==> src/sv/acr_pkg.sv <==
// package for the arc center block
// holds the pipeline control struct shared by the cells and the top level
`default_nettype none

package acr_pkg;

   typedef struct packed {
      logic en;      // pipeline advance
      logic valid;   // stage holds an item
   } acr_ctl_type;

endpackage

`default_nettype wire

==> src/sv/acr_div_cell.sv <==
// one quotient bit of two restoring divisions by a shared divisor
// depends on acr_pkg
`default_nettype none

module acr_div_cell import acr_pkg::*; #(
   parameter int NW = 67,
   parameter int DW = 34,
   parameter int QW = 33,
   parameter int IDX = 0,
   parameter int SIDE_W = 8
) (
   input  wire logic                   clock,
   input  wire logic                   reset,
   input  wire acr_ctl_type            up_ctl,
   input  wire logic [1:0][NW-1:0]     up_rem,
   input  wire logic [1:0][QW-1:0]     up_quo,
   input  wire logic [DW-1:0]          up_div,
   input  wire logic [SIDE_W-1:0]      up_side,
   output logic                        valid_ff,
   output logic [1:0][NW-1:0]          rem_ff,
   output logic [1:0][QW-1:0]          quo_ff,
   output logic [DW-1:0]               div_ff,
   output logic [SIDE_W-1:0]           side_ff
);

   localparam int CW = (NW > DW + QW) ? NW : DW + QW;

   logic [CW-1:0]      shifted;
   logic [1:0][CW-1:0] remx;
   logic [1:0][NW-1:0] rem_in;
   logic [1:0][QW-1:0] quo_in;

   always_comb begin
      shifted = CW'(up_div) << IDX;
      for (int k = 0; k < 2; k++) begin
         remx[k]   = CW'(up_rem[k]);
         quo_in[k] = up_quo[k];
         if (remx[k] >= shifted) begin
            rem_in[k]      = up_rem[k] - shifted[NW-1:0];
            quo_in[k][IDX] = 1'b1;
         end else begin
            rem_in[k] = up_rem[k];
         end
      end
   end

   always_ff @(posedge clock) begin
      if (reset) begin
         valid_ff <= 1'b0;
      end else if (up_ctl.en) begin
         valid_ff <= up_ctl.valid;
      end
   end

   always_ff @(posedge clock) begin
      if (up_ctl.en) begin
         rem_ff  <= rem_in;
         quo_ff  <= quo_in;
         div_ff  <= up_div;
         side_ff <= up_side;
      end
   end

endmodule

`default_nettype wire

==> config.mk <==
export PLATFORM = sky130hd
export DESIGN_NAME = acr_div_cell
export DESIGN_NICKNAME = d
export VERILOG_FILES = /design/src/sv/acr_pkg.sv /design/src/sv/acr_div_cell.sv
export SDC_FILE = /design/constraint.sdc
export NUM_CORES = 1
export LEC_CHECK = 0
export ABC_CLOCK_PERIOD_IN_PS = 3200
export BUFFER_PORTS_ARGS = -buffer_cell sky130_fd_sc_hd__buf_2
export CAP_MARGIN = 20
export CORE_AREA = 2 2 188 190
export CTS_CLUSTER_DIAMETER = 30
export DETAILED_ROUTE_END_ITERATION = 8
export DIE_AREA = 0 0 190 192
export GPL_TIMING_DRIVEN = 0
export PLACE_DENSITY_LB_ADDON = 0.08
export SYNTH_ARGS = -nofsm -noshare
export SYNTH_HDL_FRONTEND = slang
export SYNTH_SLANG_ARGS = --single-unit
==> constraint.sdc <==
create_clock -name clock -period 3.2 [get_ports clock]
set_clock_uncertainty 0.2 [all_clocks]
set_input_delay 0.32 -clock clock [delete_from_list [all_inputs] [get_ports clock]]
set_output_delay 0.32 -clock clock [all_outputs]
set_load 0.005 [all_outputs]
**After elaboration in Yosys (flattened, before gate mapping)**

Cells that the tools add are included.

- Bits in writable memories: 0
- Word-level logic and storage cells: 15
- Output and inout bits: 243
- Latch bits: 0
- Input bits: 246
- Memories: 0
- Memory bits (read-only): 0
- Flip-flop bits (word level): 243

- Multiply operators: 0
- Shift operators: 0
- Bitwise logic cells: 0
- Add/subtract/negate cells: 2
- Multiplexer cells: 2
- Divide/modulo/power cells: 0
- Eq/ne operators: 0
- Order comparisons: 2
- Reduce and logical (&&, ||, !) cells: 0

Operators with widths:

| kind | count |
|---|---|
| $ge A67 B34 Y1 | 2 |
| $mux W67 | 2 |
| $sub A67 B34 Y67 | 2 |

**Depth between registers and ports, before layout**

Gate-level depths: netlist of the first run.

- Word-level depth: 2
- Gate-level depth with buffers: 14
- Gate-level depth less buffers: 12

**Least setup slack after synthesis of the first run**

Ideal clock, no wire load.

- Path kind: input-to-reg
- From: input up_rem[48] (netlist bit)
- To: register rem_ff[1] (netlist bit) (data pin)
- Library setup time: 0.262 ns
- Required time: 2.738 ns
- Slack: -0.277 ns
- Arrival time: 3.015 ns
- Path buffers: 2
- Cell stages on the path: 9
- Path through: or4_4 -> or4b_4 -> or4b_1 -> a31oi_1 -> and3_1 -> a21boi_4 -> buf_6 -> buf_12 -> mux2_1

RTL lines:

| what | line | text |
|---|---|---|
| start, declared | acr_div_cell.sv:15 | `input wire logic [1:0][NW-1:0] up_rem,` |
| end signal, assigned | acr_div_cell.sv:57 | `rem_ff <= rem_in;` |
| end, declared | acr_div_cell.sv:20 | `output logic [1:0][NW-1:0] rem_ff,` |

==> impl_results.md, run 1 <==
* Leakage power at 0.00908 uW
* DRT antenna net count at 0
* Synth area leader: edfxtp_1
* Worst Hold Class: in2reg
* Tot GR Track Use at 28.3%
* Synth cell count leaders: 242 x edfxtp_1, 116 x nand2_1, 108 x a21oi_1
* Total Wirelength at 53400 um
* Sequential area share after synthesis at 52.4%
* DR iter-0 viols at 950
* Synth Flop Type: edfxtp_1
* Port buffer count at 486
* Layout Cells excl Fill at 2600
* Status: finished, violations left
* Initial Util at 40.5%
* RSZ-0062 raised after global routing: true
* Vias in the first global route at 13600
* Drt wl/cell at 20.6 um
* Fin. Hold Viols at 1
* Rel. slew slack at 34.3%
* Pwr Total at 12300 uW
* Final setup vio count at 0
* CP most frequent cell: or4b_4
* Initial antenna violation count at 16
* Clock latency on the worst-skew pair at 0.60 ns
* CP Data Required Time at 3.35 ns
* H-Tree Level Count at 2
* Post-synth net total at 1597
* Critical path launch point type: input pin
* Final Net Count at 2403
* Cells after DPL at 2224
* Synth Cell Area at 13900 um2
* DR vias/cell at 5.22
* Clk buf depth at 3
* WP data arrival at 3.34 ns
* Max VDD drop at 0.465 mV
* P_sw at 3210 uW
* CTS tree: done
* CP max stage cell: or4b_4
* 1st-pass router iterations at 5
* Fin util at 63.9%
* Top cells by area, synth: edfxtp_1 52%, ha_1 6.1%, xnor2_1 4.9%
* Gate Count Post-Synth at 1281
* Largest net degree at the start of global routing at 90
* Setup CP Type: in2reg
* Unique masters post-synth at 78
* Seq pwr share at 32.7%
* Crit. End Element: register
* Internal power at 9080 uW
* Die Width at 190 um
* Async SR Flop Fraction at 0%
* Clock power frac at 49.7%
* Tightest Pin Transition at 0.976 ns
* Critical Path Fanout Max at 10
* TritonCTS Buffers at 58
* Fin crit share at 99.8%
* Area grow syn2layout at 57.7%
* #FFs+latches synth at 243
* Comb pwr share at 17.6%
* Yosys warns at 0
* CP max stage delay at 0.55 ns
* Share of post-route cells with drive strength above 1 at 31.7%
* Post-synth EDFFs at 242
* Reg clk slew, reported paths at 0.05 ns
* Max cap viols at 0
* HPWL Detailed at 39400 um
* Final hold slack at -0.000506 ns
* RePlAce Congestion at 0.910
* Post-synth top area share at 52.3%
* Die extent in y at 192 um
* Fin crit period at 3.19 ns
* I/O pin cnt at 489
* Total core area at 34300 um2
* Worst-path cell chain: buf_2 -> or4_4 -> or4b_4 -> or4b_4 -> a31oi_2 -> and3_1 -> a21boi_4 -> buf_8 -> buf_12 -> mux2_1
* Routed vias at 13600
* Pwr Density at 561 nW/um2
* # rows at 68
* First-pass GRT wire length at 77900 um
* Sw frac at 26.1%
* Die ar. at 36500 um2
* DRC Markers at 0
* Clock root buffer: clkbuf_16
* Syn Area/Cell at 10.8 um2
* Overflow after GRT at 0
* Max Freq at 0.313 GHz
* Clock Sinks at 243
* Max-slew violation count at 0
* Violated checks: hold timing
* Top-count cell post-synth: edfxtp_1
==> logic make-up after synthesis <==
group | count (synthesis) | synth area share [%]
AOI/OAI and AO/OA | 317 | 14.1
DFF | 243 | 52.4
muxes | 2 | 0.153
xor gates and xnor gates | 127 | 8.00
adders and majority gates | 70 | 6.41
buffers and inverters | 103 | 3.45
and+or+nand+nor | 419 | 15.4
==> worst paths after layout <==
kind	from	endpoint	slack [ns]	cells past startpoint
hold / removal	up_ctl[1]	rem_ff[52]	-0.0005	1
setup reg to reg	valid_ff	valid_ff	1.86	3
hold reg to reg	valid_ff	valid_ff	0.83	3
setup / recovery	up_rem[48]	rem_ff[1]	0.005	10
==> worst max-delay path: cells and delay by family <==
family                 cells  cell delay (ns)
and+or+nand+nor            4             1.83
buffers and inverters      3             0.48
AOI/OAI and AO/OA          2             0.38
muxes                      1             0.32
==> power by group through the flow <==
stage / registers [uW] / clock network (uW) / logic [uW]
floorplan: 4110 / 0 / 863
global placement: 4080 / 0 / 1820
detailed placement: 4070 / 0 / 1830
CTS: 4020 / 6180 / 2110
global route: 4050 / 6360 / 2350
finish: 4020 / 6110 / 2160
==> final cells by class <==
cell class	instances	area, um2
Multi-Input combinational cell	935	6420
Fill cell	2849	12400
Timing Repair Buffer	748	5080
Antenna cell	9	22.5
Inverter	59	221
Tap cell	455	569
Clock buffer	69	1500
Buffer	42	278
Clock inverter	40	538
Sequential cell	243	7290
==> layout by cell type, fill, tap and decap left out, drive strengths merged, types with 7 or more instances in the layout <==
master,count
buf,508
dlygate4sd3,251
edfxtp,242
nand2,116
a21oi,108
clkbuf,100
nor2,95
o21ai,85
xnor2,77
ha,68
inv,65
xor2,50
nor3,35
nand4,34
nor4,29
a21o,28
nand3,28
or3,16
clkinv,15
o21bai,14
or4,13
a31oi,11
o211ai,10
nand2b,10
bufinv,10
diode,9
clkinvlp,9
nor4b,9
o31ai,9
o21a,8
and3,7
or2,7
==> stage by stage <==
step                area [um2]  hold slack [ns]  TNS (ns)  worst slack [ns]
CTS                      21700           -0.165         0           0.00628
floorplan                14000            0.192     -4.73            -0.276
finish                   21900        -0.000506         0           0.00506
global route             21900           0.0197    -0.455           -0.0621
global placement         17000            0.275   -522.06             -1.83
detailed placement       17000            0.283    -89.62             -1.20
==> repair_timing <==
| item | 4_1_cts | 5_1_grt |
|---|---|---|
| endpoints found under the setup margin | 70 | 113 |
| resized for setup | 21 | 41 |
| hold buffers | 250 | 1 |
| pin swaps | 2 | 3 |
| setup buffers | 3 | 6 |
| hold endpoints to repair | 242 | 1 |
==> sequential cells by signal, summed over array words and instances, names as in the netlist <==
signal / cells
valid_ff: 1
quo_ff: 66
side_ff: 8
rem_ff: 134
div_ff: 34
==> metal layers <==
metal  vias to the layer above  track usage, %  part of all wire (%)
li1                       6466               -                     -
met1                      6426            33.4                    39
met2                       562            50.0                    51
met3                        97            7.18                   7.4
met4                        10            9.66                   2.6
met5                         -               0                  0.14
Note: power is estimated with default switching activity, not from simulation.
==> inputs of run 2 (changes only) <==
--- a/config.mk
+++ b/config.mk
@@ -15,2 +15,3 @@
 export GPL_TIMING_DRIVEN = 0
+export HOLD_SLACK_MARGIN = 0.15
 export PLACE_DENSITY_LB_ADDON = 0.08
--- a/constraint.sdc
+++ b/constraint.sdc
@@ -4,2 +4,2 @@
 set_output_delay 0.32 -clock clock [all_outputs]
-set_load 0.005 [all_outputs]
+set_load 0.05 [all_outputs]
==> impl_results.md, run 2 (synthesis gave the netlist of run 1 again) <==
* Status: finished, violations left
* Violated checks: hold timing
* RePlAce Congestion at 0.910 (unchanged)
* Tot GR Track Use at 28.5% (+0.16 points)
* Die extent in y at 192 um (unchanged)
* Die Width at 190 um (unchanged)
* Final setup vio count at 0 (unchanged)
* Worst setup startpoint: up_rem[48]
* CTS tree: done
* Leakage power at 0.00910 uW (+0.22%)
* Die ar. at 36500 um2 (unchanged)
* DR iter-0 viols at 889 (-6.4%)
* Clock latency on the worst-skew pair at 0.60 ns (about the same)
* First-pass GRT wire length at 78300 um (+0.50%)
* Setup CP Type: in2reg
* RSZ-0062 raised after global routing: true
* Area grow syn2layout at 58.2%
* Clk buf depth at 3 (unchanged)
* Total core area at 34300 um2 (unchanged)
* Overflow after GRT at 0 (unchanged)
* Max cap viols at 0 (unchanged)
* Rel. slew slack at 51.6% (+17 points)
* Initial antenna violation count at 18 (+2)
* RR Endpoint: valid_ff
* Initial Util at 40.5% (unchanged)
* DR vias/cell at 5.25 (+0.58%)
* Largest net degree at the start of global routing at 90 (unchanged)
* HPWL Detailed at 39400 um (unchanged)
* Pwr Density at 610 nW/um2 (+8.7%)
* Routed vias at 13700 (+0.93%)
* Fin util at 64.1% (+0.22 points)
* DRC Markers at 0 (unchanged)
* Critical path launch point type: input pin
* Most frequent cells in the layout: 488 x buf_2, 251 x dlygate4sd3_1, 242 x edfxtp_1
* Critical Path Fanout Max at 10 (unchanged)
* I/O pin cnt at 489 (unchanged)
* Final Net Count at 2408 (+0.21%)
* WP data arrival at 3.31 ns (-0.03 ns)
* Vias in the first global route at 13600 (+0.29%)
* Reg clk slew, reported paths at 0.04 ns (about the same)
* Tightest Pin Transition at 0.721 ns (-0.255 ns)
* Reg2reg path depth at 3 (unchanged)
* R2R Path Start: valid_ff
* Fin. Hold Viols at 5 (+4)
* Max-slew violation count at 0 (unchanged)
* Clock root buffer: clkbuf_16
* Biggest register: rem_ff
* Pwr Total at 13400 uW (+9.1%)
* Fin crit period at 3.17 ns (-0.0262 ns)
* Max VDD drop at 0.473 mV (+1.6%)
* Clock Sinks at 243 (unchanged)
* Total Wirelength at 53900 um (+0.89%)
* Max Freq at 0.316 GHz (+0.83%)
* Number of flip-flops in the largest register at 134 (unchanged)
* Share of post-route cells with drive strength above 1 at 32.0% (+0.30 points)
* Crit path to: rem_ff[1]
* Worst Hold Class: in2reg
* Biggest regs: rem_ff: 134 flops, quo_ff: 66 flops, div_ff: 34 flops
* H-Tree Level Count at 2 (unchanged)
* 1st-pass router iterations at 5 (unchanged)
* Final hold slack at -0.152 ns (-0.151 ns)
* Commonest non-fill, non-tap cell in the layout: buf_2
* CP Data Required Time at 3.34 ns (about the same)
* R2R Setup Slk at 1.86 ns (about the same)
* DRT antenna net count at 0 (unchanged)
* TritonCTS Buffers at 58 (unchanged)
* Port buffer count at 486 (unchanged)
* # rows at 68 (unchanged)
* Crit. End Element: register
* Fin crit share at 99.0% (-0.82 points)
* Drt wl/cell at 20.7 um (+0.54%)
run 2: critical path, cell delays in order:
cell      delay, ns
buf_2          0.11
or4_4          0.54
or4b_4         0.55
or4b_4         0.54
a31oi_2        0.17
and3_1         0.19
a21boi_4       0.23
buf_12         0.17
buf_12         0.17
mux2_1         0.32
run 2: worst min path at each step:
stage	startpoint	endpoint	slack (ns)	cells past startpoint
floorplan	reset	valid_ff	0.19	1
global placement	valid_ff	valid_ff	0.28	2
detailed placement	valid_ff	valid_ff	0.28	2
CTS	up_rem[5]	rem_ff[5]	-0.21	3
global route	up_div[0]	div_ff[0]	-0.18	1
finish	up_div[0]	div_ff[0]	-0.15	1
run 2: what timing repair did:
item / in CTS / in global routing
hold buffers: 242 / 9
endpoints found under the setup margin: 70 / 110
hold endpoints to repair: 321 / 14
gates resized for setup: 21 / 45
setup buffers: 3 / 11
pin swaps: 2 / 3
run 2: where the power goes:
part / internal [uW] / leakage (uW) / switching, uW
clock: 4170 / 0.000965 / 1940
combinational: 996 / 0.00576 / 2280
sequential: 3930 / 0.00238 / 95.5
run 2: cell type report:
cell class                      instances  area [um2]
Clock inverter                         40         538
Timing Repair Buffer                  753        5130
Buffer                                 42         283
Multi-Input combinational cell        935        6430
Clock buffer                           69        1500
Antenna cell                           13        32.5
Tap cell                              455         569
Inverter                               59         221
Fill cell                            2861       12300
Sequential cell                       243        7290
run 2: through the flow:
stage                     hold slack [ns]  cells  area [um2]  worst slack, ns  TNS (ns)
after floorplan                     0.192   1281       14000           -0.276     -4.73
after global placement              0.275   2222       17000            -1.83   -522.06
after detailed placement            0.283   2224       17000            -1.20    -89.62
after CTS                          -0.206   2578       21600          0.00646         0
after global routing               -0.184   2606       22000          -0.0350    -0.189
final                              -0.152   2609       22000           0.0312         0
run 2: metal layers:
| metal | part of all wire [%] | vias to the layer above | track usage, % |
|---|---|---|---|
| met5 | 0.13 | - | 0 |
| met4 | 2.8 | 10 | 10.3 |
| met3 | 7.7 | 107 | 7.14 |
| met2 | 50 | 592 | 50.0 |
| met1 | 39 | 6495 | 33.7 |
| li1 | - | 6483 | - |
