<file path="src/sv/acr_pkg.sv">
// package for the arc center block
// holds the pipeline control struct shared by the cells and the top level
`default_nettype none

package acr_pkg;

   typedef struct packed {
      logic en;      // pipeline advance
      logic valid;   // stage holds an item
   } acr_ctl_type;

endpackage

`default_nettype wire

</file>
<file path="src/sv/acr_sqrt_cell.sv">
// one digit step of two floor square roots, with the item's sideband
// depends on acr_pkg
`default_nettype none

module acr_sqrt_cell import acr_pkg::*; #(
   parameter int XW = 66,
   parameter int SIDE_W = 8,
   parameter int HW = XW / 2,
   parameter int RW = XW / 2 + 3
) (
   input  wire logic                   clock,
   input  wire logic                   reset,
   input  wire acr_ctl_type            up_ctl,
   input  wire logic [1:0][XW-1:0]     up_rad,
   input  wire logic [1:0][RW-1:0]     up_rem,
   input  wire logic [1:0][HW-1:0]     up_root,
   input  wire logic [SIDE_W-1:0]      up_side,
   output logic                        valid_ff,
   output logic [1:0][XW-1:0]          rad_ff,
   output logic [1:0][RW-1:0]          rem_ff,
   output logic [1:0][HW-1:0]          root_ff,
   output logic [SIDE_W-1:0]           side_ff
);

   logic [1:0][XW-1:0] rad_in;
   logic [1:0][RW-1:0] rem_in;
   logic [1:0][HW-1:0] root_in;
   logic [1:0][RW-1:0] cand;
   logic [1:0][RW-1:0] trial;

   always_comb begin
      for (int k = 0; k < 2; k++) begin
         cand[k]    = {up_rem[k][RW-3:0], up_rad[k][XW-1 -: 2]};
         trial[k]   = RW'({up_root[k], 2'b01});
         rad_in[k]  = {up_rad[k][XW-3:0], 2'b00};
         if (cand[k] >= trial[k]) begin
            rem_in[k]  = cand[k] - trial[k];
            root_in[k] = {up_root[k][HW-2:0], 1'b1};
         end else begin
            rem_in[k]  = cand[k];
            root_in[k] = {up_root[k][HW-2:0], 1'b0};
         end
      end
   end

   always_ff @(posedge clock) begin
      if (reset) begin
         valid_ff <= 1'b0;
      end else if (up_ctl.en) begin
         valid_ff <= up_ctl.valid;
      end
   end

   always_ff @(posedge clock) begin
      if (up_ctl.en) begin
         rad_ff  <= rad_in;
         rem_ff  <= rem_in;
         root_ff <= root_in;
         side_ff <= up_side;
      end
   end

endmodule

`default_nettype wire

</file>
<file path="config.mk">
export PLATFORM = sky130hd
export DESIGN_NAME = acr_sqrt_cell
export DESIGN_NICKNAME = d
export VERILOG_FILES = /design/src/sv/acr_pkg.sv /design/src/sv/acr_sqrt_cell.sv
export SDC_FILE = /design/constraint.sdc
export NUM_CORES = 1
export LEC_CHECK = 0
export ABC_AREA = 1
export BUFFER_PORTS_ARGS = -buffer_cell sky130_fd_sc_hd__clkbuf_2
export CAP_MARGIN = 30
export CORE_AREA = 2 2 221 223
export DETAILED_ROUTE_END_ITERATION = 7
export DIE_AREA = 0 0 223 225
export MAX_ROUTING_LAYER = met4
export SYNTH_ARGS = -nofsm -noshare
export SYNTH_HDL_FRONTEND = slang
export SYNTH_SLANG_ARGS = --single-unit
</file>
<file path="constraint.sdc">
create_clock -name clock -period 2 [get_ports clock]
set_clock_uncertainty 0.05 [all_clocks]
set_input_delay 0.4 -clock clock [delete_from_list [all_inputs] [get_ports clock]]
set_output_delay 0.4 -clock clock [all_outputs]
set_load 0.02 [all_outputs]
</file>
# Yosys cells after proc, flatten, opt, wreduce, memory -nomap -nowiden
# Index checks and enable logic that the tools add are counted.
[classes]
n_eq_ne = 0
div = 0
n_reduce_logical = 0
n_mul = 0
shifts = 0
n_mux = 4
addsub = 2
magnitude_cmp = 2
bitwise = 0
[op_table]
columns = ["cell", "count"]
rows = [
  ["$ge A36 B35 Y1", 2],
  ["$mux W36", 2],
  ["$sub A36 B35 Y36", 2],
  ["$mux W1", 2],
]
[word_totals]
ramBits = 0
ff_bits = 275
rom_bits = 0
mem_count = 0
in_bits = 282
elab_cells = 16
latch_bits = 0

# Logic depth before layout (Yosys ltp)
# Gate-level depths: netlist of run 1.
[depth]
depth_word = 2
ltp_mapped = 16
mapped_depth_nobuf = 15

# Least setup slack after synthesis of run 1
# No wires, ideal clock.
[synth_path]
path_type = "input-to-reg"
startpoint = "in up_root[50] (netlist name)"
endpoint = "reg rem_ff[53] (netlist name) (data pin)"
t_required_ps = 1698
setup_slack_ps = -94
t_arrival_ps = 1792
stages = 14
cell_sequence = "inv_1 ha_1 nand2_2 inv_1 nand2_1 nand2_1 a21oi_1 nand3_2 nand3_2 nand2_2 buf_6 buf_12 nand2_1 nand2_1"
[synth_lines]
columns = ["item", "line", "source"]
rows = [
  ["start, declared", "acr_sqrt_cell.sv:16", "input wire logic [1:0][HW-1:0] up_root,"],
  ["end signal, assigned", "acr_sqrt_cell.sv:57", "rem_ff <= rem_in;"],
  ["end, declared", "acr_sqrt_cell.sv:20", "output logic [1:0][RW-1:0] rem_ff,"],
]

==> results of run 1 <==
[final cells by class]
cell class | count | area (µm²)
Multi-Input combinational cell | 1092 | 6220
Inverter | 271 | 1020
Antenna cell | 5 | 12.5
Tap cell | 615 | 769
Fill cell | 4423 | 23700
Clock buffer | 34 | 766
Clock inverter | 21 | 223
Timing Repair Buffer | 987 | 6610
Sequential cell | 275 | 8250
[logic make-up after synthesis]
kind of cell / count (synthesis) / synth area share, %
and+or+nand+nor: 897 / 25.5
buffers and inverters: 289 / 7.96
DFF: 275 / 55.4
AOI/OAI and AO/OA: 82 / 2.92
adders and majority gates: 70 / 5.88
xor gates and xnor gates: 38 / 2.24
other: 1 / 0.0252
muxes: 1 / 0.0672
[state kept, by name, summed over array words and instances, names as in the netlist]
name / flops
rad_ff: 128
rem_ff: 72
valid_ff: 1
side_ff: 8
root_ff: 66
[final timing paths]
kind,start,endpoint,cells after the start
worst max-delay path,up_root[64],rem_ff[68]$_DFFE_PP_,13
worst min-delay path,up_root[43],root_ff[44]$_DFFE_PP_,1
worst max register to register,valid_ff$_SDFFE_PP0P_,valid_ff$_SDFFE_PP0P_,3
worst min register to register,valid_ff$_SDFFE_PP0P_,valid_ff$_SDFFE_PP0P_,3
[cells in the mapped netlist (10+ instances only)]
cell type / instances / area share, %
nor3_1: 16 / 0.54
ha_1: 70 / 5.9
nor2_1: 123 / 3.1
nor2_2: 10 / 0.42
edfxtp_1: 274 / 55
nand3b_1: 22 / 1.1
nand3_2: 22 / 1.5
nand2_1: 621 / 16
inv_1: 262 / 6.6
nand3_1: 55 / 1.8
xor2_1: 36 / 2.1
o21ai_0: 17 / 0.57
nand2_2: 12 / 0.50
a21oi_1: 55 / 1.8
[per-layer routing]
layer / global-route usage (%) / vias up
li1: - / 7309
met1: 26.7 / 6882
met2: 38.8 / 494
met3: 2.53 / 81
met4: 6.82 / 0
met5: - / -
[power by group through the flow]
stage | clock (mW) | combinational [mW] | sequential (mW)
floorplan | 0 | 1.78 | 8.04
global placement | 0 | 4.71 | 7.33
detailed placement | 0 | 4.76 | 7.33
CTS | 5.69 | 5.07 | 7.22
global route | 5.89 | 5.49 | 7.27
finish | 5.55 | 5.07 | 7.23
[critical path, stage by stage]
cell and delay [ns]:
clkbuf_2 0.09, inv_1 0.04, ha_1 0.35, nand2_1 0.17, nor4_2 0.40, nand2_1 0.09
nand2_1 0.08, nor2_1 0.05, nand2_2 0.13, inv_2 0.09, buf_12 0.16, nand2_1 0.07
nand2_1 0.06
[metrics by stage]
step	power, mW	util (%)	worst slack, ns	instances
after floorplan	9.81	-	-0.00240	1656
after global placement	12.0	44.2	-0.515	3058
after detailed placement	12.1	44.2	-0.510	3058
after CTS	18.0	50.1	0.0816	3295
after global routing	18.7	50.2	0.000413	3299
final	17.8	50.2	0.0870	3300
[what timing repair did]
item / 4_1_cts / 5_1_grt
endpoints found under the setup margin: 0 / 3
hold buffers: 182 / 0
endpoints found under the hold margin: 181 / 0
resized for setup: 0 / 5
==> results_dict.tcl, run 1 <==
set metrics [dict create \
    outcome "finished, final reports clean" \
    synth_seq_area_share_pct 55.4 \
    viasPerCell 4.47 \
    numCtsBuffers 30 \
    ys_ff_latch 275 \
    die_h_um 225 \
    vias 14800 \
    setup_viol 0 \
    htree_levels 1 \
    p_per_area_nw_per_um2 748 \
    synth_flop_cell "edfxtp_1" \
    post_drt_wl_per_cell_um 16.9 \
    wl_met2_um 27900 \
    dr.pass1.iters 6 \
    whs_ns 0.0302 \
    clkTransAtPathRegs_ns 0.06 \
    rsz0062_at_grt "false" \
    worstSetupPathType "in -> reg" \
    grt_pass1_vias 14700 \
    drv_slew 0 \
    p_int_mw 12.3 \
    p_comb_share_pct 28.4 \
    drc 0 \
    antenna_found_initial 5 \
    drive_gt1_share_pct 36.6 \
    crit_fanout 18 \
    final_area_um2 23900 \
    antenna_left 0 \
    dieArea_um2 50200 \
    post_cts_buffers 0 \
    place_area_um2 21000 \
    wirelength_um 55900 \
    fmax_mhz 523 \
    power_switching_mw 5.53 \
    yosysUniqueCellTypes 29 \
    finalCriticalPeriod_ns 1.91 \
    port_buffers 552 \
    yosys_warnings 0 \
    postSynth.asyncResetShare_pct 0 \
    syn_avg_cell_area_um2 9.01 \
    end_kind "register" \
    gp_congestion 0.972 \
    dp_hpwl_um 44200 \
    final.setup.tns_ns 0 \
    synth_cells 1653 \
    grt_usage_pct 22.1 \
    cts_tree "yes" \
    coreArea_um2 47500 \
    grt_max_degree 70 \
    start_kind "input pin" \
    mostFrequentLayoutCells "615 x nand2_1, 551 x clkbuf_2, 274 x edfxtp_1" \
    m1WireLength_um 23400 \
    cap_violations 0 \
    synthesis.area_um2 14900 \
    cts.path.max_buffers 3 \
    synth-edff-count 274 \
    start_util_pct 31.3 \
    grt_pass1_wl_um 83000 \
    rows 80 \
    fin_crit_sh_pct 95.6 \
    timing.final.hold_violations 0 \
    r2r_slack_ns 0.81 \
    syn_to_final_growth_pct 60.3 \
    p_clk_share_pct 31.1 \
    wl_met3_um 3010 \
    dr.max_layer_used "met4" \
    seq_power_share_pct 40.5 \
    root_buffer "clkbuf_16" \
    arrival_ns 2.18 \
    clock_latency_ns 0.60 \
    grt-ovfl-total 0 \
    fin_nets 3009 \
    required_ns 2.27 \
    io_pins 561 \
    peakVddDrop_uv 666 \
    hp-class "in -> reg" \
    swShare_pct 31.0 \
    drt_iter0_drc 783 \
    p_leak_nw 11.8 \
    clock_sinks 275 \
    final_common_cell "nand2_1" \
    die_w_um 223 \
]
Power figures use the tool's default switching activity.
==> run 2, diff against run 1 <==
--- a/config.mk
+++ b/config.mk
@@ -5,12 +5,13 @@
 export SDC_FILE = /design/constraint.sdc
 export NUM_CORES = 1
 export LEC_CHECK = 0
-export ABC_AREA = 1
+export ABC_AREA = 0
+export ABC_CLOCK_PERIOD_IN_PS = 2000
 export BUFFER_PORTS_ARGS = -buffer_cell sky130_fd_sc_hd__clkbuf_2
 export CAP_MARGIN = 30
-export CORE_AREA = 2 2 221 223
+export CORE_AREA = 2 2 217 219
 export DETAILED_ROUTE_END_ITERATION = 7
-export DIE_AREA = 0 0 223 225
+export DIE_AREA = 0 0 219 221
 export MAX_ROUTING_LAYER = met4
 export SYNTH_ARGS = -nofsm -noshare
 export SYNTH_HDL_FRONTEND = slang
==> run 2 against run 1 <==
  * The run now ends with negative setup slack left
  * Flip-flop and latch count did not move
  * Largest power group unchanged
  * Utilization rose by 2.0 points
  * Synthesized cell count is 35% lower
  * Critical endpoint is now rem_ff[71]$_DFFE_PP_
  * Power rose by 5.8%
  * Fmax down 19%
  * First-iteration DRC count down 6.6%
==> results_dict.tcl, run 2 <==
set metrics [dict create \
    dp_hpwl_um 37300 \
    holdPathEnd "root_ff[12]$_DFFE_PP_" \
    crit_buf_inv 2 \
    clock_sinks 275 \
    yosysUniqueCellTypes 71 \
    netlist_top_cells_count "274 x edfxtp_1, 91 x a21oi_1, 91 x nand2_1, 89 x inv_1, 74 x o21ai_0" \
    cts_tree "yes" \
    dieArea_um2 48400 \
    clkTransAtPathRegs_ns 0.06 \
    fin_ws_ns -0.367 \
    synthDominantCellAreaShare_pct 61.8 \
    required_ns 2.24 \
    crit_fanout 3 \
    grt_pass1_wl_um 74800 \
    outcome "complete, but fails checks" \
    grt_pass1_vias 13300 \
    drive_gt1_share_pct 55.2 \
    synth_largest_area_cell "edfxtp_1" \
    violations "negative setup slack" \
    grt_usage_pct 20.7 \
    drt_iter0_drc 731 \
    yosysMostFrequentCell "edfxtp_1" \
    htree_levels 2 \
    total_power_mw 18.9 \
    holdPathStages 1 \
    crit_family "compound AO/OA/AOI/OAI gates" \
    p_int_mw 13.1 \
    gp_congestion 0.913 \
    clock_latency_ns 0.53 \
    grt_max_degree 72 \
    worstSetupPathType "in -> reg" \
    root_buffer "clkbuf_16" \
    start_kind "input pin" \
    final_area_um2 24000 \
    antenna_left 0 \
    hp-class "in -> reg" \
    swShare_pct 30.5 \
    timing.rr.end "valid_ff$_SDFFE_PP0P_" \
    grt-ovfl-total 0 \
    worst_r2r_path_depth 2 \
    fin_nets 2484 \
    synthesis.area_um2 13300 \
    p_per_area_nw_per_um2 786 \
    reg2reg_from "valid_ff$_SDFFE_PP0P_" \
    max_slew_margin_pct 64.8 \
    p_clk_share_pct 31.6 \
    timing.final.hold_violations 0 \
    regMostFlops "rad_ff" \
    postSynth.asyncResetShare_pct 0 \
    die_h_um 221 \
    p_leak_nw 10.8 \
    cp_cell_sequence "clkbuf_16 > inv_12 > ha_4 > o211a_1 > o2111ai_4 > a2111oi_4 > nand3b_1 > a21oi_2 > and3_1 > o41a_1 > mux2_4" \
    largest_register_ffs 128 \
    synth_cells 1079 \
    end_kind "register" \
    drv_slew 0 \
    dr.pass1.iters 5 \
    ys_ff_latch 275 \
    synth_flop_cell "edfxtp_1" \
    drc 0 \
    die_w_um 219 \
    io_pins 561 \
    fillCellCount 3917 \
    finalCriticalPeriod_ns 2.37 \
    rows 79 \
    final_common_cell "clkbuf_2" \
    crit_slowest_cell "a2111oi_4" \
    place_ws_ns -1.09 \
    place_area_um2 19500 \
    fin_crit_sh_pct 118 \
    fmax_mhz 422 \
    coreArea_um2 46100 \
    slowest_delay_ns 0.39 \
    post_drt_wl_per_cell_um 18.5 \
    rsz0062_at_grt "true" \
    syn_avg_cell_area_um2 12.3 \
    setup_viol 74 \
    whs_ns 0.0285 \
    p_comb_share_pct 29.8 \
    synth_seq_area_share_pct 61.9 \
    final_cell_count_no_fill 2768 \
    synth-edff-count 274 \
    holdCritStartpoint "up_root[11]" \
    synth.area.top_cells "edfxtp_1 62%, ha_1 6.6%, a21oi_1 3.4%" \
    cts.path.max_buffers 3 \
    peakVddDrop_uv 716 \
    numCtsBuffers 34 \
    wirelength_um 51100 \
    reg_top3 "rad_ff x128, rem_ff x72, root_ff x66" \
    seq_power_share_pct 38.6 \
    power_switching_mw 5.75 \
    start_util_pct 28.9 \
    cap_violations 0 \
    regArea_um2 8250 \
    r2r_slack_ns 1.32 \
    vias 12900 \
    mostFrequentLayoutCells "537 x clkbuf_2, 282 x buf_4, 274 x edfxtp_1" \
    worst_pin_slew_ns 0.524 \
    syn_to_final_growth_pct 80.5 \
    place_inst 2482 \
    yosys_warnings 0 \
    viasPerCell 4.65 \
    antenna_found_initial 6 \
    arrival_ns 2.61 \
    multi_input_area_um2 6010 \
    port_buffers 552 \
]
[run 2: cell count changes in the layout (fill, tap and decap cells not counted), sizes merged, moves of 60 or more]
cell   change
nand2    -541
inv      -181
buf       +88
nor2      -69
nand3     -64
o21ai     +60
[run 2: worst max path at each step]
| stage | from | endpoint | slack, ns | depth (start not counted) |
|---|---|---|---|---|
| final | up_root[33] | rem_ff[71]$_DFFE_PP_ | -0.37 | 11 |
| after global routing | up_root[34] | rem_ff[71]$_DFFE_PP_ | -0.42 | 11 |
| after CTS | up_root[33] | rem_ff[71]$_DFFE_PP_ | -0.35 | 11 |
| after detailed placement | up_root[34] | rem_ff[71]$_DFFE_PP_ | -1.09 | 11 |
| after global placement | up_root[34] | rem_ff[71]$_DFFE_PP_ | -1.02 | 11 |
| after floorplan | up_root[34] | rem_ff[71]$_DFFE_PP_ | -0.70 | 10 |
[run 2: layer usage]
metal  track usage (%)  up-vias  routed length, µm
li1                  -     6111                  -
met1              25.8     6175              21500
met2              33.1      511              24500
met3              4.98       82               3830
met4              6.91        0               1350
met5                 -        -                  0
[run 2: layout make-up]
type                    count  area share (%)
clock inverters            21           0.744
repair buffers           1051            31.3
well taps                 607            3.16
diodes                      6          0.0625
repair inverters            1          0.0468
inverters                  90            1.71
clock buffers              38            3.69
multi-input cells         679            25.0
flip-flops and latches    275            34.3
[run 2: cells by family after synthesis]
| logic type | synth area share, % |
|---|---|
| buffers and inverters | 4.21 |
| XOR/XNOR | 3.68 |
| other | 0.0282 |
| flip-flops | 61.9 |
| AO/OA/AOI/OAI | 14.7 |
| adder cells (fa/ha/maj) | 6.58 |
| AND/OR/NAND/NOR | 8.21 |
| multiplexers | 0.667 |
[run 2: timing repair]
item | CTS | global route
endpoints found under the hold margin | 168 | 0
buffers inserted | 36 | 14
gates resized for setup | 163 | 137
endpoints found under the setup margin | 74 | 74
gates cloned | 11 | 0
hold buffers | 168 | 0
pin swaps | 61 | 47
[run 2: per-stage QoR]
step	utilization, %	TNS, ns
2_1_floorplan	-	-34.78
3_3_place_gp	42.3	-64.13
3_5_place_dp	42.3	-67.30
4_1_cts	50.9	-16.67
5_1_grt	52.2	-23.24
6_report	52.2	-17.43
[run 2: worst register-to-register path, cell delays in order, from the launching register on]
cell,delay (ns)
dfxtp_1,0.31
mux2i_1,0.14
nor2_1,0.06
[run 2: power groups by stage]
| stage | combinational, mW | sequential [mW] | clock, mW |
|---|---|---|---|
| after floorplan | 1.73 | 8.08 | 0 |
| after global placement | 4.47 | 7.39 | 0 |
| after detailed placement | 4.50 | 7.39 | 0 |
| after CTS | 5.36 | 7.28 | 6.13 |
| after global routing | 6.02 | 7.33 | 6.35 |
| final | 5.63 | 7.28 | 5.97 |
==> run 3, diff against run 2 <==
--- a/config.mk
+++ b/config.mk
@@ -6,12 +6,11 @@
 export NUM_CORES = 1
 export LEC_CHECK = 0
 export ABC_AREA = 0
-export ABC_CLOCK_PERIOD_IN_PS = 2000
 export BUFFER_PORTS_ARGS = -buffer_cell sky130_fd_sc_hd__clkbuf_2
 export CAP_MARGIN = 30
-export CORE_AREA = 2 2 217 219
+export CORE_AREA = 2 2 219 221
 export DETAILED_ROUTE_END_ITERATION = 7
-export DIE_AREA = 0 0 219 221
+export DIE_AREA = 0 0 221 223
 export MAX_ROUTING_LAYER = met4
 export SYNTH_ARGS = -nofsm -noshare
 export SYNTH_HDL_FRONTEND = slang
==> constraint.sdc (replaced) <==
create_clock -name clock -period 2.7 [get_ports clock]
set_clock_uncertainty 0.05 [all_clocks]
set_input_delay 0 -clock clock [delete_from_list [all_inputs] [get_ports clock]]
set_output_delay 0 -clock clock [all_outputs]
set_load 0.02 [all_outputs]
==> run 3 against run 2 <==
  * The flow now finishes without violations
  * Flip-flop and latch count stayed put
  * Cell count is 5.3% lower
  * Clock power is 28% lower
==> results_dict.tcl, run 3 (synthesis results as in run 2) <==
set metrics [dict create \
    port_buffers 552 \
    grt_pass1_vias 12500 \
    cts_tree "yes" \
    p_per_area_nw_per_um2 607 \
    syn_to_final_growth_pct 59.8 \
    start_kind "input pin" \
    grt_max_degree 77 \
    fmax_mhz 383 \
    max_slew_margin_pct 54.0 \
    dieArea_um2 49300 \
    die_h_um 223 \
    root_buffer "clkbuf_16" \
    grt_usage_pct 18.8 \
    drive_gt1_share_pct 36.1 \
    clkTransAtPathRegs_ns 0.07 \
    clock_latency_ns 0.59 \
    p_clk_share_pct 33.3 \
    grt-ovfl-total 0 \
    final_util_pct 45.1 \
    viasPerCell 4.63 \
    hp-class "in -> reg" \
    io_pins 561 \
    final_area_um2 21300 \
    swShare_pct 29.9 \
    whs_ns 0.0671 \
    worst_pin_slew_ns 0.690 \
    antenna_found_initial 4 \
    drt_iter0_drc 678 \
    wirelength_um 47400 \
    setup_viol 0 \
    regMostFlops "rad_ff" \
    timing.final.hold_violations 0 \
    cp_cell_sequence "dlygate4sd3_1 > clkbuf_2 > inv_1 > ha_4 > o211a_4 > o2111ai_4 > a2111oi_4 > nand3b_1 > a21oi_2 > and3_1 > o41a_1 > mux2_4" \
    peakVddDrop_uv 608 \
    finalCriticalPeriod_ns 2.61 \
    power_switching_mw 3.86 \
    die_w_um 221 \
    seq_power_share_pct 41.6 \
    crit_slowest_cell "dlygate4sd3_1" \
    drc 0 \
    vias 12100 \
    p_comb_share_pct 25.1 \
    reg_top3 "rad_ff x128, rem_ff x72, root_ff x66" \
    antenna_left 0 \
    gp_congestion 0.867 \
    drv_slew 0 \
    arrival_ns 2.90 \
    grt_pass1_wl_um 71000 \
    end_kind "register" \
    worstSetupPathType "in -> reg" \
    mostFrequentLayoutCells "551 x clkbuf_2, 276 x dlygate4sd3_1, 274 x edfxtp_1" \
    clock_sinks 275 \
    largest_register_ffs 128 \
    coreArea_um2 47100 \
    place_ws_ns -0.0356 \
    cts.path.max_buffers 3 \
    rows 80 \
    htree_levels 1 \
    post_drt_wl_per_cell_um 18.1 \
    dr.pass1.iters 5 \
    cap_violations 0 \
    final_common_cell "clkbuf_2" \
    outcome "finished, final reports clean" \
    numCtsBuffers 30 \
    start_util_pct 28.2 \
    crit_fanout 4 \
    p_int_mw 9.05 \
    slowest_delay_ns 0.53 \
    p_leak_nw 9.47 \
    dp_hpwl_um 34800 \
    required_ns 2.99 \
    fin_crit_sh_pct 96.6 \
    final.setup.tns_ns 0 \
    fin_nets 2329 \
    fin_ws_ns 0.0914 \
    place_area_um2 17200 \
]
## run 3: cell types whose count changed in the layout (fill, tap and decap cells not counted), sizes merged, moves of 9 or more
cell | before | now
buf | 342 | 73
clkinv | 17 | 8
dlygate4sd3 | 168 | 276
clkbuf | 579 | 592
## run 3: final timing paths
check / to / cells past startpoint / from / slack, ns
setup / recovery: rem_ff[71]$_DFFE_PP_ / 12 / up_root[33] / 0.09
hold / removal: rad_ff[22]$_DFFE_PP_ / 2 / up_rad[20] / 0.07
setup reg to reg: valid_ff$_SDFFE_PP0P_ / 3 / valid_ff$_SDFFE_PP0P_ / 1.50
hold reg to reg: valid_ff$_SDFFE_PP0P_ / 3 / valid_ff$_SDFFE_PP0P_ / 1.02
## run 3: routing by layer
layer / routed length, µm / up-vias / global-route usage (%)
met2: 23800 / 463 / 32.1
li1: - / 5792 / -
met3: 2970 / 82 / 3.41
met1: 19200 / 5806 / 22.4
met4: 1420 / 0 / 6.06
met5: 0 / - / -
## run 3: worst max-delay path: cells and delay by family
family                     cells  cell delay (ns)
adders and majority gates      1             0.29
and+or+nand+nor                2             0.40
buffers and inverters          3             0.72
AOI/OAI and AO/OA              5             1.20
muxes                          1             0.30
## run 3: power groups by stage
stage	clock network [mW]	logic [mW]	registers, mW
after floorplan	0	1.05	5.99
after global placement	0	2.78	5.45
after detailed placement	0	2.80	5.45
after CTS	4.40	3.15	5.37
after global routing	4.56	3.49	5.41
final	4.30	3.24	5.37
## run 3: area by class of cell
| cell class | count | area (µm²) |
|---|---|---|
| antenna | 5 | 12.5 |
| clock buffer | 40 | 838 |
| clock inverter | 15 | 194 |
| fill | 4289 | 25900 |
| inverter | 90 | 343 |
| multi-input combinational | 679 | 4710 |
| sequential | 275 | 8250 |
| tap | 615 | 769 |
| timing repair buffer | 901 | 6160 |
## run 3: through the flow
stage          total power, mW  std cells
2_1_floorplan             7.04       1082
3_3_place_gp              8.23       2277
3_5_place_dp              8.25       2277
4_1_cts                   12.9       2608
5_1_grt                   13.5       2619
6_report                  12.9       2620
## run 3: what timing repair did
item	CTS	global route
endpoints found under the setup margin	0	61
resized for setup	0	37
hold buffers	276	0
hold endpoints to repair	339	0
buffers inserted	0	6
